### config.mk
export PLATFORM = sky130hd
export DESIGN_NAME = hsv_to_rgb_pixel_converter_core_flat
export DESIGN_NICKNAME = d
export VERILOG_FILES = /design/src/hdl/hsv2rgb_pkg.sv /design/src/hdl/hsv2rgb_if.sv /design/src/hdl/hsv_to_rgb_pixel_converter_core.sv /design/src/flat_wrapper.sv
export SDC_FILE = /design/constraint.sdc
export NUM_CORES = 1
export LEC_CHECK = 0
export BUFFER_PORTS_ARGS = -buffer_cell sky130_fd_sc_hd__buf_2
export CAP_MARGIN = 10
export CORE_MARGIN = 3
export CORE_UTILIZATION = 65
export CTS_BUF_LIST = sky130_fd_sc_hd__clkbuf_2 sky130_fd_sc_hd__clkbuf_4 sky130_fd_sc_hd__clkbuf_8
export DETAILED_ROUTE_END_ITERATION = 8
export GPL_TIMING_DRIVEN = 0
export PLACE_DENSITY = 0.83
export SETUP_SLACK_MARGIN = 0.5
export SLEW_MARGIN = 5
export SYNTH_ARGS = -nofsm -noshare
export SYNTH_HDL_FRONTEND = slang
export SYNTH_SLANG_ARGS = --single-unit
### constraint.sdc
create_clock -name clk -period 5.7 [get_ports clk]
set_clock_uncertainty 0.1 [all_clocks]
set_input_delay 0.57 -clock clk [delete_from_list [all_inputs] [get_ports clk]]
set_output_delay 0.57 -clock clk [all_outputs]
set_load 0.01 [all_outputs]
### src/hdl/hsv2rgb_pkg.sv
// ----------------------------------------------------------------------------
// hsv2rgb_pkg
// Shared constants, sector codes and helpers for the HSV to RGB converter.
// ----------------------------------------------------------------------------
`default_nettype none

package hsv2rgb_pkg;

  // floor(2^22 / 360); the quotient estimate is low by at most one
  localparam logic [13:0] RECIP_360   = 14'd11650;
  localparam int unsigned RECIP_SHIFT = 22;
  localparam logic [8:0]  HUE_CIRCLE  = 9'd360;
  localparam logic [7:0]  FULL_SCALE  = 8'd255;

  typedef enum logic [2:0] {
    SEC_RED_YEL  = 3'd0,
    SEC_YEL_GRN  = 3'd1,
    SEC_GRN_CYN  = 3'd2,
    SEC_CYN_BLU  = 3'd3,
    SEC_BLU_MAG  = 3'd4,
    SEC_MAG_RED  = 3'd5
  } sector_t;

  // Exact floor(x / 255) for any x up to 255 * 255, i.e. any product of two 8-bit values.
  function automatic logic [7:0] div255(input logic [15:0] x);
    logic [16:0] sum;
    sum = {1'b0, x} + {9'd0, x[15:8]} + 17'd1;
    return sum[15:8];
  endfunction

endpackage

`default_nettype wire

### src/hdl/hsv2rgb_if.sv
// ----------------------------------------------------------------------------
// hsv2rgb_if
// Valid/ready channels for HSV input beats and RGB output beats.
// ----------------------------------------------------------------------------
`default_nettype none

interface hsv2rgb_hsv_if;
  logic        valid;
  logic        ready;
  logic [15:0] hue;
  logic [7:0]  saturation;
  logic [7:0]  brightness;

  modport source (output valid, hue, saturation, brightness, input ready);
  modport sink   (input valid, hue, saturation, brightness, output ready);
endinterface

interface hsv2rgb_rgb_if;
  logic        valid;
  logic        ready;
  logic [7:0]  red;
  logic [7:0]  green;
  logic [7:0]  blue;
  logic [23:0] packed_word;

  modport source (output valid, red, green, blue, packed_word, input ready);
  modport sink   (input valid, red, green, blue, packed_word, output ready);
endinterface

`default_nettype wire

### src/hdl/hsv_to_rgb_pixel_converter_core.sv
// ----------------------------------------------------------------------------
// hsv_to_rgb_pixel_converter_core
// Seven-stage pipelined HSV to 8-bit RGB / packed GRB pixel converter.
// ----------------------------------------------------------------------------
// Usage:
//   pix_in  (sink)   : one HSV pixel per beat: hue (degrees, any 16-bit
//                      value, wrapped mod 360), saturation, brightness.
//   pix_out (source) : one beat per pixel: red, green, blue and the same
//                      colour as packed_word = {green, red, blue}.
//   One beat per cycle sustained while pix_out.ready stays high: every
//   stage is one register, and the deepest path is the 16x14 reciprocal
//   multiply or the hue-wrap multiply-subtract.
//   Stages: 1 hue*recip(360), 2 wrap to 0..359, 3 sector and fraction,
//   4 products for p and the q/t scale terms, 5 divide by 255,
//   6 brightness products for q and t, 7 divide, sector select, output.
//   Each stage has its own valid bit and loads whenever it is empty or the
//   stage after it moves, so bubbles collapse and pix_in.ready stays high
//   while a finished pixel waits at the output as long as any stage is free.
//   When pix_out is stalled and all stages are full, pix_in.ready drops;
//   nothing is lost or repeated. Synchronous reset clears the valid bits.
// ----------------------------------------------------------------------------
`default_nettype none

module hsv_to_rgb_pixel_converter_core
  import hsv2rgb_pkg::*;
(
  input  wire logic          clk,
  input  wire logic          rst,
  hsv2rgb_hsv_if.sink        pix_in,
  hsv2rgb_rgb_if.source      pix_out
);

  localparam int unsigned Stages = 7;

  logic [Stages-1:0] vld;
  logic [Stages-1:0] en;

  // stage enable: load when empty or when the next stage takes our beat
  always_comb begin
    en[Stages-1] = !vld[Stages-1] || pix_out.ready;
    for (int i = Stages - 2; i >= 0; i--) begin
      en[i] = !vld[i] || en[i+1];
    end
  end

  assign pix_in.ready = en[0];

  always_ff @(posedge clk) begin
    if (rst) begin
      vld <= '0;
    end else begin
      if (en[0]) begin
        vld[0] <= pix_in.valid;
      end
      for (int i = 1; i < Stages; i++) begin
        if (en[i]) begin
          vld[i] <= vld[i-1];
        end
      end
    end
  end

  // ---- stage 1: quotient estimate of hue / 360 ----
  logic [15:0] hue1;
  logic [7:0]  quo1;
  logic [7:0]  sat1, val1;
  logic [29:0] recip_prod;

  assign recip_prod = {14'd0, pix_in.hue} * {16'd0, RECIP_360};

  always_ff @(posedge clk) begin
    if (en[0]) begin
      hue1 <= pix_in.hue;
      quo1 <= recip_prod[29:RECIP_SHIFT];
      sat1 <= pix_in.saturation;
      val1 <= pix_in.brightness;
    end
  end

  // ---- stage 2: remainder, one correction step ----
  logic [16:0] quo_x360;
  logic [16:0] rem_raw;
  logic [16:0] rem_fix;
  logic [8:0]  hdeg2;
  logic [7:0]  sat2, val2;

  assign quo_x360 = {9'd0, quo1} * {8'd0, HUE_CIRCLE};
  assign rem_raw  = {1'b0, hue1} - quo_x360;
  assign rem_fix  = (rem_raw >= {8'd0, HUE_CIRCLE}) ? rem_raw - {8'd0, HUE_CIRCLE}
                                                    : rem_raw;

  always_ff @(posedge clk) begin
    if (en[1]) begin
      hdeg2 <= rem_fix[8:0];
      sat2  <= sat1;
      val2  <= val1;
    end
  end

  // ---- stage 3: sector and fraction = (h mod 60) * 17 / 4 ----
  sector_t     sector_c;
  logic [8:0]  base_c;
  logic [5:0]  hmod_c;
  logic [9:0]  frac_x4;
  sector_t     sector3;
  logic [7:0]  frac3;
  logic [7:0]  sat3, val3;

  always_comb begin
    if (hdeg2 >= 9'd300) begin
      sector_c = SEC_MAG_RED; base_c = 9'd300;
    end else if (hdeg2 >= 9'd240) begin
      sector_c = SEC_BLU_MAG; base_c = 9'd240;
    end else if (hdeg2 >= 9'd180) begin
      sector_c = SEC_CYN_BLU; base_c = 9'd180;
    end else if (hdeg2 >= 9'd120) begin
      sector_c = SEC_GRN_CYN; base_c = 9'd120;
    end else if (hdeg2 >= 9'd60) begin
      sector_c = SEC_YEL_GRN; base_c = 9'd60;
    end else begin
      sector_c = SEC_RED_YEL; base_c = 9'd0;
    end
  end

  assign hmod_c  = 6'(hdeg2 - base_c);
  assign frac_x4 = {hmod_c, 4'd0} + {4'd0, hmod_c};

  always_ff @(posedge clk) begin
    if (en[2]) begin
      sector3 <= sector_c;
      frac3   <= frac_x4[9:2];
      sat3    <= sat2;
      val3    <= val2;
    end
  end

  // ---- stage 4: p numerator and q/t scale products ----
  logic [15:0] pnum4, qsc4, tsc4;
  sector_t     sector4;
  logic        gray4;
  logic [7:0]  val4;

  always_ff @(posedge clk) begin
    if (en[3]) begin
      pnum4   <= {8'd0, val3} * {8'd0, FULL_SCALE - sat3};
      qsc4    <= {8'd0, sat3} * {8'd0, frac3};
      tsc4    <= {8'd0, sat3} * {8'd0, FULL_SCALE - frac3};
      sector4 <= sector3;
      gray4   <= (sat3 == 8'd0);
      val4    <= val3;
    end
  end

  // ---- stage 5: divide by 255 ----
  logic [7:0]  p5, qf5, tf5;
  sector_t     sector5;
  logic        gray5;
  logic [7:0]  val5;

  always_ff @(posedge clk) begin
    if (en[4]) begin
      p5      <= div255(pnum4);
      qf5     <= FULL_SCALE - div255(qsc4);
      tf5     <= FULL_SCALE - div255(tsc4);
      sector5 <= sector4;
      gray5   <= gray4;
      val5    <= val4;
    end
  end

  // ---- stage 6: brightness products for q and t ----
  logic [15:0] qnum6, tnum6;
  logic [7:0]  p6;
  sector_t     sector6;
  logic        gray6;
  logic [7:0]  val6;

  always_ff @(posedge clk) begin
    if (en[5]) begin
      qnum6   <= {8'd0, val5} * {8'd0, qf5};
      tnum6   <= {8'd0, val5} * {8'd0, tf5};
      p6      <= p5;
      sector6 <= sector5;
      gray6   <= gray5;
      val6    <= val5;
    end
  end

  // ---- stage 7: final divide, sector routing, output register ----
  logic [7:0] q_c, t_c;
  logic [7:0] r_c, g_c, b_c;
  logic [7:0] red7, green7, blue7;

  assign q_c = div255(qnum6);
  assign t_c = div255(tnum6);

  always_comb begin
    if (gray6) begin
      r_c = val6; g_c = val6; b_c = val6;
    end else begin
      case (sector6)
        SEC_RED_YEL: begin r_c = val6; g_c = t_c;  b_c = p6;   end
        SEC_YEL_GRN: begin r_c = q_c;  g_c = val6; b_c = p6;   end
        SEC_GRN_CYN: begin r_c = p6;   g_c = val6; b_c = t_c;  end
        SEC_CYN_BLU: begin r_c = p6;   g_c = q_c;  b_c = val6; end
        SEC_BLU_MAG: begin r_c = t_c;  g_c = p6;   b_c = val6; end
        default:     begin r_c = val6; g_c = p6;   b_c = q_c;  end
      endcase
    end
  end

  always_ff @(posedge clk) begin
    if (en[6]) begin
      red7   <= r_c;
      green7 <= g_c;
      blue7  <= b_c;
    end
  end

  assign pix_out.valid       = vld[Stages-1];
  assign pix_out.red         = red7;
  assign pix_out.green       = green7;
  assign pix_out.blue        = blue7;
  assign pix_out.packed_word = {green7, red7, blue7};

  // ---- assertions ----
  a_wrap_range: assert property (@(posedge clk) disable iff (rst)
    vld[1] |-> hdeg2 < HUE_CIRCLE)
    else $error("hue wrap left 0..359");

  a_frac_range: assert property (@(posedge clk) disable iff (rst)
    vld[2] |-> frac3 <= 8'd250)
    else $error("sector fraction above 250");

  a_empty_tail_ready: assert property (@(posedge clk) disable iff (rst)
    !vld[Stages-1] |-> pix_in.ready)
    else $error("input stalled with empty output stage");

  a_full_stall: assert property (@(posedge clk) disable iff (rst)
    (&vld && !pix_out.ready) |-> !pix_in.ready)
    else $error("input taken while pipeline full and stalled");

  a_no_invented_beats: assert property (@(posedge clk) disable iff (rst)
    !(pix_in.valid && pix_in.ready) |=> $countones(vld) <= $past($countones(vld)))
    else $error("beat count grew without an accepted beat");

endmodule

`default_nettype wire
### src/flat_wrapper.sv
// flat-port wrapper written by rule: the top's interface ports become plain ports
module hsv_to_rgb_pixel_converter_core_flat import hsv2rgb_pkg::*;
  (clk, rst, pix_in_valid, pix_in_hue, pix_in_saturation, pix_in_brightness, pix_in_ready, pix_out_valid, pix_out_red, pix_out_green, pix_out_blue, pix_out_packed_word, pix_out_ready);
  hsv2rgb_hsv_if pix_in_i ();
  hsv2rgb_rgb_if pix_out_i ();
  input  wire logic clk;
  input  wire logic rst;
  input wire logic [$bits(pix_in_i.valid)-1:0] pix_in_valid;
  input wire logic [$bits(pix_in_i.hue)-1:0] pix_in_hue;
  input wire logic [$bits(pix_in_i.saturation)-1:0] pix_in_saturation;
  input wire logic [$bits(pix_in_i.brightness)-1:0] pix_in_brightness;
  output wire logic [$bits(pix_in_i.ready)-1:0] pix_in_ready;
  output wire logic [$bits(pix_out_i.valid)-1:0] pix_out_valid;
  output wire logic [$bits(pix_out_i.red)-1:0] pix_out_red;
  output wire logic [$bits(pix_out_i.green)-1:0] pix_out_green;
  output wire logic [$bits(pix_out_i.blue)-1:0] pix_out_blue;
  output wire logic [$bits(pix_out_i.packed_word)-1:0] pix_out_packed_word;
  input wire logic [$bits(pix_out_i.ready)-1:0] pix_out_ready;
  assign pix_in_i.valid = pix_in_valid;
  assign pix_in_i.hue = pix_in_hue;
  assign pix_in_i.saturation = pix_in_saturation;
  assign pix_in_i.brightness = pix_in_brightness;
  assign pix_in_ready = pix_in_i.ready;
  assign pix_out_valid = pix_out_i.valid;
  assign pix_out_red = pix_out_i.red;
  assign pix_out_green = pix_out_i.green;
  assign pix_out_blue = pix_out_i.blue;
  assign pix_out_packed_word = pix_out_i.packed_word;
  assign pix_out_i.ready = pix_out_ready;
  hsv_to_rgb_pixel_converter_core u_core (.clk(clk), .rst(rst), .pix_in(pix_in_i), .pix_out(pix_out_i));
endmodule
Word-level counts from Yosys, hierarchy flattened
Index checks and enable logic that the tools add are counted.
{"block": "word_totals", "input_bits": 36, "register_bits": 271, "wordCells": 112, "out_inout_bits": 50}
{"block": "op_classes", "order_cmp": 6, "add_sub_neg": 18, "mul": 7, "eq_ne": 4, "reduce_logical": 21, "muxes": 16}
{"op": "16-bit by 1-bit adder with 16-bit output (second input constant)", "n": 5}
{"op": "16-bit by 8-bit adder with 16-bit output", "n": 5}
{"op": "8-bit by 8-bit multiplier with 16-bit output", "n": 5}
{"op": "8-bit one-hot mux with 3 select lines", "n": 3}
{"op": "8-bit subtractor (first input constant)", "n": 4}
{"op": "6-bit two-way mux", "n": 5}
{"op": "16-bit by 13-bit multiplier with 29-bit output (second input constant)", "n": 1}
{"op": "8-bit two-way mux", "n": 3}
{"op": "9-bit by 8-bit >= comparator with 1-bit output (second input constant)", "n": 2}
{"op": "17-bit by 9-bit >= comparator with 1-bit output (second input constant)", "n": 1}
{"op": "16-bit by 17-bit subtractor with 17-bit output", "n": 1}
{"op": "8-bit by 6-bit multiplier with 14-bit output (second input constant)", "n": 1}
{"op": "10-bit by 6-bit adder with 10-bit output", "n": 1}
{"op": "2-bit OR reduction", "n": 5}
{"op": "9-bit by 6-bit >= comparator with 1-bit output (second input constant)", "n": 1}
{"op": "9-bit by 7-bit >= comparator with 1-bit output (second input constant)", "n": 1}
{"op": "9-bit >= comparator (second input constant)", "n": 1}
{"op": "9-bit two-way mux", "n": 1}
{"op": "9-bit subtractor (second input constant)", "n": 1}
{"op": "8-bit zero test", "n": 1}
{"op": "1-bit zero test", "n": 7}
{"op": "1-bit logical OR", "n": 7}
{"op": "3-bit by 2-bit == test with 1-bit output (second input constant)", "n": 2}
{"op": "3-bit two-way mux", "n": 2}
{"op": "other kinds (5)", "n": 6}

Longest topological paths before layout
Gate-level depths: netlist of run 1.
{"block": "logic_depth", "ltp_word": 8, "depth_mapped": 23, "ltp_nobuf": 23}

Worst setup path before layout of run 1
OpenSTA, ideal clock, no wires.
{"block": "synth_path", "path_type": "register to register", "from": "register u_core.quo1[2]", "to": "register u_core.hdeg2[8], data pin", "n_path_buf": 0, "path_stages_with_launch": 21, "slack_ns": 0.460, "synth_period_minus_slack_ns": 5.240, "setup_time_ns": 0.261, "arrival_time_ns": 4.879, "required_time_ns": 5.339, "path_cell_list": "edfxtp_1 -> ha_1 -> inv_1 -> fa_1 -> fa_1 -> inv_1 -> ha_1 -> a21oi_1 -> nor2_1 -> nor4_1 -> nor2_1 -> xnor2_1 -> ha_1 -> and4_1 -> nand2_1 -> nor3_1 -> a211o_1 -> or4b_4 -> mux2i_2 -> nor2_2 -> o311a_1"}
{"block": "synth_between", "elab_chain_len": 4, "elab_cells_between_ends": 5, "cone_classes": "add/sub (2); mul (1); order compare (1); mux (1)"}
{"item": "start, declared", "line_no": "hsv_to_rgb_pixel_converter_core.sv:65", "rtl": "logic [7:0] quo1;"}
{"item": "start signal, assigned", "line_no": "hsv_to_rgb_pixel_converter_core.sv:74", "rtl": "quo1 <= recip_prod[29:RECIP_SHIFT];"}
{"item": "8-bit by 6-bit multiplier with 14-bit output *", "line_no": "hsv_to_rgb_pixel_converter_core.sv:87", "rtl": "assign quo_x360 = {9'd0, quo1} * {8'd0, HUE_CIRCLE};"}
{"item": "16-bit by 17-bit subtractor with 17-bit output *", "line_no": "hsv_to_rgb_pixel_converter_core.sv:88", "rtl": "assign rem_raw = {1'b0, hue1} - quo_x360;"}
{"item": "17-bit by 9-bit >= comparator with 1-bit output / 9-bit subtractor (equally long branches)", "line_no": "hsv_to_rgb_pixel_converter_core.sv:89", "rtl": "assign rem_fix = (rem_raw >= {8'd0, HUE_CIRCLE}) ? rem_raw - {8'd0, HUE_CIRCLE}"}
{"item": "9-bit two-way mux *", "line_no": "hsv_to_rgb_pixel_converter_core.sv:89"}
{"item": "via u_core.rem_fix[8]", "line_no": "hsv_to_rgb_pixel_converter_core.sv:83", "rtl": "logic [16:0] rem_fix;"}
{"item": "end signal, assigned", "line_no": "hsv_to_rgb_pixel_converter_core.sv:94", "rtl": "hdeg2 <= rem_fix[8:0];"}
{"item": "end, declared", "line_no": "hsv_to_rgb_pixel_converter_core.sv:84", "rtl": "logic [8:0] hdeg2;"}
Mark *: on every way through the listed nets, which the timed path passes. The rest lies on a longest branch.
A chain may end at the register's enable or synchronous reset.

Worst setup path in the final report of run 1
{"block": "layout_path", "from": "register u_core.quo1[2]", "to": "register u_core.hdeg2[5], data pin"}
The elaborated chain is that of the path after synthesis.

==> results of run 1 <==
==> cells in the mapped netlist (5+ instances only) <==
| cell | count |
|---|---|
| sky130_fd_sc_hd__fa_1 | 238 |
| sky130_fd_sc_hd__o31ai_1 | 6 |
| sky130_fd_sc_hd__or3_1 | 8 |
| sky130_fd_sc_hd__dfxtp_1 | 7 |
| sky130_fd_sc_hd__a211o_1 | 7 |
| sky130_fd_sc_hd__xnor2_1 | 88 |
| sky130_fd_sc_hd__xor2_1 | 34 |
| sky130_fd_sc_hd__nor4_1 | 5 |
| sky130_fd_sc_hd__a21o_1 | 19 |
| sky130_fd_sc_hd__nand2b_1 | 70 |
| sky130_fd_sc_hd__buf_4 | 24 |
| sky130_fd_sc_hd__or2_2 | 10 |
| sky130_fd_sc_hd__a21boi_0 | 12 |
| sky130_fd_sc_hd__a31oi_1 | 10 |
| sky130_fd_sc_hd__nand2_1 | 155 |
| sky130_fd_sc_hd__edfxtp_1 | 264 |
| sky130_fd_sc_hd__and2_1 | 109 |
| sky130_fd_sc_hd__nor3_1 | 21 |
| sky130_fd_sc_hd__inv_1 | 391 |
| sky130_fd_sc_hd__a211oi_1 | 9 |
| sky130_fd_sc_hd__o2111ai_1 | 7 |
| sky130_fd_sc_hd__nor2b_1 | 94 |
| sky130_fd_sc_hd__a21oi_1 | 85 |
| sky130_fd_sc_hd__o211ai_1 | 13 |
| sky130_fd_sc_hd__ha_1 | 342 |
| sky130_fd_sc_hd__nor2_1 | 94 |
| sky130_fd_sc_hd__clkbuf_1 | 51 |
| sky130_fd_sc_hd__nand4_1 | 12 |
| sky130_fd_sc_hd__and3_1 | 7 |
| sky130_fd_sc_hd__mux2i_1 | 5 |
| sky130_fd_sc_hd__o21a_1 | 21 |
| sky130_fd_sc_hd__nand3_1 | 34 |
| sky130_fd_sc_hd__o21ai_0 | 53 |
| sky130_fd_sc_hd__a22oi_1 | 5 |
| sky130_fd_sc_hd__o22ai_1 | 15 |
| sky130_fd_sc_hd__o41ai_1 | 5 |
==> layer usage <==
layer / routed length [um] / global-route usage / vias to the layer above
met2: 28900 / 0.489 / 614
met1: 21400 / 0.317 / 8784
met4: 2490 / 0.120 / 0
met5: 0 / 0 / -
met3: 2930 / 0.0350 / 175
li1: - / - / 8446
==> kinds of logic after synthesis <==
group,Yosys count
AND/OR/NAND/NOR,635
adder cells (fa/ha/maj),580
buffers and inverters,469
AO/OA/AOI/OAI,327
flip-flops,271
XOR/XNOR,122
multiplexers,11
==> through the flow <==
stage | worst slack, ps | instances | utilization | hold WS (ps) | area [um2]
4_1_cts | 437 | 3119 | 0.722 | 11.9 | 28000
5_1_grt | 148 | 3141 | 0.731 | 24.9 | 28400
6_report | 293 | 3141 | 0.731 | 55.8 | 28400
3_3_place_gp | 99.4 | 3018 | 0.690 | 301 | 26800
3_5_place_dp | -71.3 | 3022 | 0.692 | 305 | 26900
2_1_floorplan | 535 | 2415 | - | 300 | 25700
==> critical path, cell delays in order (launching register included) <==
cell	delay, ps
sky130_fd_sc_hd__edfxtp_1	490
sky130_fd_sc_hd__ha_4	360
sky130_fd_sc_hd__inv_4	40
sky130_fd_sc_hd__fa_1	520
sky130_fd_sc_hd__fa_1	580
sky130_fd_sc_hd__inv_2	50
sky130_fd_sc_hd__ha_4	250
sky130_fd_sc_hd__a21oi_2	160
sky130_fd_sc_hd__nor2_2	80
sky130_fd_sc_hd__nor3_2	170
sky130_fd_sc_hd__xor2_1	240
sky130_fd_sc_hd__ha_1	280
sky130_fd_sc_hd__and4_1	230
sky130_fd_sc_hd__nand2_1	90
sky130_fd_sc_hd__nor3_2	40
sky130_fd_sc_hd__a211o_1	340
sky130_fd_sc_hd__buf_6	140
sky130_fd_sc_hd__o211ai_1	160
sky130_fd_sc_hd__mux2i_4	150
sky130_fd_sc_hd__buf_6	150
sky130_fd_sc_hd__or4_1	500
sky130_fd_sc_hd__nand4_1	120
==> timing repair <==
item	CTS	global route
gates resized for setup	31	79
buffers inserted	14	21
pin swaps	26	27
setup endpoints to repair	8	21
==> sequential cells by signal, summed over array words and instances (netlist names), 9 cells and up <==
signal        flops
u_core.pnum4     16
u_core.tsc4      16
u_core.tnum6     16
u_core.qnum6     16
u_core.hue1      16
u_core.hdeg2      9
u_core.qsc4      16
==> cell usage in the layout, fill, tap and decap left out, types with 7 or more instances in the layout <==
cell type / instances
sky130_fd_sc_hd__o21ai_0: 45
sky130_fd_sc_hd__o2111ai_1: 7
sky130_fd_sc_hd__clkbuf_8: 49
sky130_fd_sc_hd__a21oi_1: 79
sky130_fd_sc_hd__ha_4: 11
sky130_fd_sc_hd__xnor2_1: 87
sky130_fd_sc_hd__and3_1: 7
sky130_fd_sc_hd__inv_1: 381
sky130_fd_sc_hd__nor2b_1: 93
sky130_fd_sc_hd__o21a_1: 20
sky130_fd_sc_hd__nand4_1: 12
sky130_fd_sc_hd__or3_1: 7
sky130_fd_sc_hd__a21boi_0: 12
sky130_fd_sc_hd__buf_2: 86
sky130_fd_sc_hd__and2_1: 109
sky130_fd_sc_hd__clkbuf_2: 22
sky130_fd_sc_hd__nor3_1: 19
sky130_fd_sc_hd__xor2_1: 33
sky130_fd_sc_hd__clkbuf_4: 23
sky130_fd_sc_hd__edfxtp_1: 264
sky130_fd_sc_hd__o21ai_1: 10
sky130_fd_sc_hd__nand2_1: 154
sky130_fd_sc_hd__nor2_1: 92
sky130_fd_sc_hd__nand3_1: 32
sky130_fd_sc_hd__inv_2: 9
sky130_fd_sc_hd__o211ai_1: 13
sky130_fd_sc_hd__buf_6: 7
sky130_fd_sc_hd__clkbuf_1: 28
sky130_fd_sc_hd__dfxtp_1: 7
sky130_fd_sc_hd__or2_2: 10
sky130_fd_sc_hd__a31oi_1: 10
sky130_fd_sc_hd__fa_1: 237
sky130_fd_sc_hd__a211o_1: 7
sky130_fd_sc_hd__ha_1: 329
sky130_fd_sc_hd__nand2b_1: 69
sky130_fd_sc_hd__buf_4: 54
sky130_fd_sc_hd__o22ai_1: 15
sky130_fd_sc_hd__a21o_1: 19
sky130_fd_sc_hd__a211oi_1: 9
==> path summary, 6_finish.rpt <==
| check | startpoint | to | slack (ps) | depth (start not counted) |
|---|---|---|---|---|
| worst max-delay path | u_core.quo1[2]$_DFFE_PP_ | u_core.hdeg2[5]$_DFFE_PP_ | 290 | 21 |
| worst min-delay path | pix_in_saturation[4] | u_core.sat1[4]$_DFFE_PP_ | 60 | 1 |
| worst max register to register | u_core.quo1[2]$_DFFE_PP_ | u_core.hdeg2[5]$_DFFE_PP_ | 290 | 21 |
| worst min register to register | u_core.sat2[2]$_DFFE_PP_ | u_core.sat3[2]$_DFFE_PP_ | 310 | 0 |
==> cell type report <==
type                    instances  area [um2]  share of cell area
flip-flops and latches        271        8070               0.284
inverters                     392        1470              0.0519
multi-input cells            1675       16100               0.566
repair buffers                125         792              0.0279
clock buffers                  72         847              0.0298
clock inverters                11        61.3             0.00216
well taps                     518         648              0.0228
plain buffers                  77         423              0.0149
==> out/metrics.sh, run 1 <==
DIE_OUTLINE_AREA_MM2=0.0420
MAX-CAP-VIOLATIONS=0
CLOCK_LATENCY_PS=610
SYNTH_FLOP_CELL='sky130_fd_sc_hd__edfxtp_1'
CLOCK-SINKS=271
SYNTH-SEQ-AREA-SHARE=0.314
SYNTH_CELL_TYPE_COUNT=78
DIEWIDTH_UM=205
CHIPHEIGHT_UM=205
NFILLCELLS=2621
HOLD_VIOLATIONS=0
H_TREE_LVLS=2
CTS-BUFFERS-INSERTED=46
SYNTH_ENABLE_FLOP_CELLS=264
DESIGN.FINAL.NETS=3204
START_UTIL=0.662
CP_DATA_ARRIVAL_TIME_PS=5780
GRT_FIRST_PASS_WIRELENGTH_UM=90700
PLACE.PORT_BUFFERS=85
NUMBER_OF_GLOBAL_ROUTE_VIAS_BEFORE_REPAIR=19000
POST_DETAILED_ROUTE_WIRELENGTH_PER_CELL_UM=17.7
DIODES=0
REPORT.FINAL.SETUP_VIOL=0
SETUP.WORST_PATH.END_CLASS='flip-flop'
SYN_NETS=3031
DRT_ITER0_MARKERS=1053
MINIMUM_CLOCK_PERIOD_AFTER_LAYOUT_PS=5410
POSTSYNTHCELLCOUNT=2415
STATUS='completed'
POST-DP-HPWL_UM=42900
FIN_CRIT_SH=0.949
LARGEST_BUFFER_COUNT_ON_ANY_CLOCK_PATH=3
DRT_PASS1_ITERATIONS=5
ROWS=72
SYNTH_TOP_CELL_BY_AREA='sky130_fd_sc_hd__edfxtp_1'
NUMBER_OF_ANTENNA_VIOLATIONS_AT_THE_FIRST_CHECK_IN_GLOBAL_ROUTING=1
WORSTPATHREQUIRED_PS=6080
SYNTHXORXNORAREAFRAC=0.0416
DRIVE_ABOVE_1_SHARE=0.125
TIMING.FINAL.MAX_SLEW_VIOLATIONS=0
IO_PINS=86
YOSYSWARNINGCOUNT=0
MAX_CLOCK_FREQ_MHz=185
TIMING.MAX_SLEW.REL_SLACK=0.316
AVERAGE_CELL_AREA_AFTER_SYNTHESIS_UM2=10.6
CLK_PIN_SLEW_PS=80
LAYOUT_AREA_OVERHEAD_PCT=10.4
POST_SYNTHESIS_SHARE_OF_CELL_AREA_SPENT_ON_FULL_ADDERS_HALF_ADDERS_AND_MAJORITY_GATES=0.352
TOTAL_VIA_COUNT_AFTER_DETAILED_ROUTING=18000
ANT_NETS=0
CTS_ROOT_BUF='sky130_fd_sc_hd__clkbuf_8'
SYNTH_ASYNC_SR_FLOP_SHARE=0
CTS_TREE='yes'
POST-SYNTH-TOP-AREA-FRACTION=0.308
DRT-VIAS-PER-INSTANCE=5.74
SETUP.WORST_PATH.CLASS='reg2reg'
YS_SEQ_ELEMENTS=271
DETAIL_ROUTE.DRC_VIOLATIONS=0
CP-START-KIND='flip-flop'
CTS_HOLD_REPAIR.BUFFERS=0
NETLIST_AREA_MM2=0.0257
SYNTH-COMPOUND-AREA-SHARE=0.0863
GRT_START_MAX_NET_PINS=46
GLOBALROUTEOVERFLOWTOTAL=0
SYNTHSIMPLEGATEAREAFRAC=0.129
SYNTH_TOP_FAMILY_BY_AREA='adder cells'
CORE_MM2=0.0388
WORST-SLEW-PIN-TRANSITION_PS=1020
SYNTH.TOP_CELLS.BY_AREA='sky130_fd_sc_hd__edfxtp_1 (31%), sky130_fd_sc_hd__fa_1 (19%), sky130_fd_sc_hd__ha_1 (17%)'
HOLD_PATH.CLASS='in2reg'
DRT-TOTAL-WL_UM=55700
FIN_TNS_SETUP_PS=0
RSZ_0062_RAISED_AFTER_GLOBAL_ROUTING='true'
WORSTPATHMAXFANOUT=4
MULTIPLEXER_FRACTION_OF_THE_SYNTHESIZED_CELL_AREA=0.00482
ROUTABILITYCONGESTION=0.933
GRT_UTIL_ALL_LAYERS=0.268
Power of run 1 is not shown: default switching activity piles up to over one toggle a cycle in this logic, so the estimate is an artifact.
==> run 2, diff against run 1 <==
- ABC_AREA: not set -> 1
- PLACE_DENSITY: 0.83 -> 0.94
==> out/metrics.sh, run 2 <==
LARGEST_BUFFER_COUNT_ON_ANY_CLOCK_PATH=3
ROUTABILITYCONGESTION=0.993
TIMING.FINAL.MAX_SLEW_VIOLATIONS=0
CP-START-KIND='flip-flop'
CLOCK-SINKS=271
DRT_ITER0_MARKERS=2275
DPL_WORST_SLACK_PS=-1730
SYNTH_CELL_TYPE_COUNT=46
SYNTH_FLOP_CELL='sky130_fd_sc_hd__edfxtp_1'
GRT_FIRST_PASS_WIRELENGTH_UM=108000
SYNTHMOSTINSTANTIATEDCELL='sky130_fd_sc_hd__inv_1'
FIN_HOLD_WS_PS=31.9
ROWS=73
GRT_START_MAX_NET_PINS=43
CRITICAL_PATH.STARTPOINT='u_core.frac3[3]$_DFFE_PP_'
REG2REGPATHDEPTH=17
DRT_PASS1_ITERATIONS=8
LAYOUT_AREA_OVERHEAD_PCT=8.92
RSZ_0062_RAISED_AFTER_GLOBAL_ROUTING='true'
GRT_UTIL_ALL_LAYERS=0.305
START_UTIL=0.660
TIMING.REG2REG.SETUP_SLACK_PS=620
IO_PINS=86
CTS_TREE='yes'
CP_DATA_ARRIVAL_TIME_PS=5390
FIN_UTIL=0.718
POST-DP-HPWL_UM=46400
PLACE.PORT_BUFFERS=85
HOLD_VIOLATIONS=0
NETLIST_AREA_MM2=0.0263
CLK_PIN_SLEW_PS=60
R2R_END='u_core.tsc4[14]$_DFFE_PP_'
CRITPATHCAPTURE='u_core.tsc4[14]$_DFFE_PP_'
MAX_CLOCK_FREQ_MHz=197
FIN_CRIT_SH=0.890
AVERAGE_CELL_AREA_AFTER_SYNTHESIS_UM2=9.01
SYNTH_ENABLE_FLOP_CELLS=264
NUMBER_OF_ANTENNA_VIOLATIONS_AT_THE_FIRST_CHECK_IN_GLOBAL_ROUTING=0
WORSTPATHREQUIRED_PS=6010
REPORT.FINAL.SETUP_VIOL=0
SETUP.WORST_PATH.END_CLASS='flip-flop'
SYNTH_TOP_CELL_BY_AREA='sky130_fd_sc_hd__edfxtp_1'
POST-SYNTH-TOP-AREA-FRACTION=0.302
LAYOUT_COMMONEST_CELL='sky130_fd_sc_hd__inv_1'
MINIMUM_CLOCK_PERIOD_AFTER_LAYOUT_PS=5080
POSTSYNTHCELLCOUNT=2915
SYNTH-SEQ-AREA-SHARE=0.307
CHIPHEIGHT_UM=207
LAYOUT.CELL_AREA.NON_FILLER_MM2=0.0286
HOLD_PATH.CLASS='in2reg'
YOSYSWARNINGCOUNT=0
GLOBALROUTEOVERFLOWTOTAL=0
DESIGN.FINAL.NETS=3686
NUMBER_OF_GLOBAL_ROUTE_VIAS_BEFORE_REPAIR=22200
CTS_ROOT_BUF='sky130_fd_sc_hd__clkbuf_8'
POST_SYNTH_MOST_FREQUENT_CELLS='sky130_fd_sc_hd__inv_1 (631), sky130_fd_sc_hd__nand2_1 (610), sky130_fd_sc_hd__ha_1 (342), sky130_fd_sc_hd__edfxtp_1 (264), sky130_fd_sc_hd__fa_1 (238)'
DRT-VIAS-PER-INSTANCE=5.86
DIEWIDTH_UM=207
SETUP.WORST_PATH.CLASS='reg2reg'
DRIVE_ABOVE_1_SHARE=0.0863
CORE_MM2=0.0398
SYN_NETS=3531
CLOCK_LATENCY_PS=670
TIMING.MAX_SLEW.REL_SLACK=0.310
MOST-COMMON-LAYOUT-CELLS='sky130_fd_sc_hd__inv_1 (626), sky130_fd_sc_hd__nand2_1 (609), sky130_fd_sc_hd__ha_1 (338)'
DETAIL_ROUTE.DRC_VIOLATIONS=0
YS_SEQ_ELEMENTS=271
WORST_R2R_STARTPOINT='u_core.frac3[3]$_DFFE_PP_'
ANT_NETS=0
WORSTPATHMAXFANOUT=10
NFILLCELLS=2550
SYNTH.TOP_CELLS.BY_AREA='sky130_fd_sc_hd__edfxtp_1 (30%), sky130_fd_sc_hd__fa_1 (18%), sky130_fd_sc_hd__ha_1 (16%)'
STATUS='completed'
POST_DETAILED_ROUTE_WIRELENGTH_PER_CELL_UM=18.4
SYNTH_ASYNC_SR_FLOP_SHARE=0
TOTAL_VIA_COUNT_AFTER_DETAILED_ROUTING=21300
WORST-SLEW-PIN-TRANSITION_PS=1030
H_TREE_LVLS=2
DRT-TOTAL-WL_UM=66700
PLACED_AREA_MM2=0.0274
FINAL_CRITICAL_PATH_SETUP_SLACK_PS=625
DIE_OUTLINE_AREA_MM2=0.0429
MAX-CAP-VIOLATIONS=0
CTS-BUFFERS-INSERTED=46
## run 2: kinds of logic after synthesis
family,Yosys count,synth area share
AND/OR/NAND/NOR,967,0.151
buffers and inverters,730,0.108
adder cells (fa/ha/maj),580,0.344
flip-flops,271,0.307
AO/OA/AOI/OAI,270,0.0573
XOR/XNOR,97,0.0323
## run 2: metrics by stage
stage                     TNS (ps)  instances
after floorplan              -1540       2915
after CTS                        0       3623
after global placement      -90320       3525
after detailed placement   -117860       3525
after global routing             0       3630
final                            0       3631
## run 2: timing repair
item                                    4_1_cts  5_1_grt
pin swaps                                     0        3
endpoints found under the setup margin      165       23
cloned                                        7        0
gates resized for setup                      10       62
setup buffers                                 2        5
hold endpoints to repair                      6        1
hold buffers                                  6        1
## run 2: worst min-delay path by stage
stage / to / slack, ps / startpoint / cells after the start
after floorplan: u_core.gray5$_DFFE_PP_ / 300 / u_core.gray4$_DFFE_PP_ / 0
after global placement: u_core.sat3[7]$_DFFE_PP_ / 300 / u_core.sat2[7]$_DFFE_PP_ / 0
after detailed placement: u_core.val3[4]$_DFFE_PP_ / 310 / u_core.val2[4]$_DFFE_PP_ / 0
after CTS: u_core.val1[2]$_DFFE_PP_ / 3 / pix_in_brightness[2] / 1
after global routing: u_core.val1[2]$_DFFE_PP_ / 0.2 / pix_in_brightness[2] / 1
final: u_core.val1[2]$_DFFE_PP_ / 30 / pix_in_brightness[2] / 1
## run 2: layout make-up
| cell class | instances | area (um2) | area share |
|---|---|---|---|
| sequential | 271 | 8070 | 0.282 |
| buffer | 88 | 482 | 0.0168 |
| timing repair buffer | 100 | 563 | 0.0197 |
| inverter | 642 | 2430 | 0.0850 |
| clock buffer | 63 | 761 | 0.0266 |
| multi-input combinational | 1914 | 15500 | 0.541 |
| timing repair inverter | 7 | 37.5 | 0.00131 |
| clock inverter | 20 | 139 | 0.00485 |
| antenna | 1 | 2.50 | 0.0000875 |
| tap | 525 | 657 | 0.0230 |
## run 2: worst max-delay path: stages, from the launching register on
cell and delay [ps]:
sky130_fd_sc_hd__edfxtp_1 480, sky130_fd_sc_hd__clkbuf_1 510, sky130_fd_sc_hd__nor2_1 150, sky130_fd_sc_hd__fa_1 530, sky130_fd_sc_hd__inv_1 60, sky130_fd_sc_hd__fa_1 530, sky130_fd_sc_hd__inv_1 50, sky130_fd_sc_hd__fa_1 500
sky130_fd_sc_hd__fa_1 440, sky130_fd_sc_hd__ha_1 350, sky130_fd_sc_hd__a21oi_1 170, sky130_fd_sc_hd__o21ai_0 110, sky130_fd_sc_hd__a21oi_1 250, sky130_fd_sc_hd__o21ai_0 180, sky130_fd_sc_hd__nand2_1 90, sky130_fd_sc_hd__nand2_1 50
sky130_fd_sc_hd__a21oi_1 210, sky130_fd_sc_hd__xnor2_1 110
## run 2: per-layer routing
layer / wire (um) / GRT usage / up-vias / share of wire
li1: - / - / 9544 / -
met1: 22800 / 0.349 / 9876 / 0.34
met2: 32300 / 0.527 / 1415 / 0.49
met3: 6390 / 0.0642 / 444 / 0.096
met4: 5160 / 0.187 / 0 / 0.077
met5: 0 / 0 / - / 0
Power of run 2 is left out for the same reason.
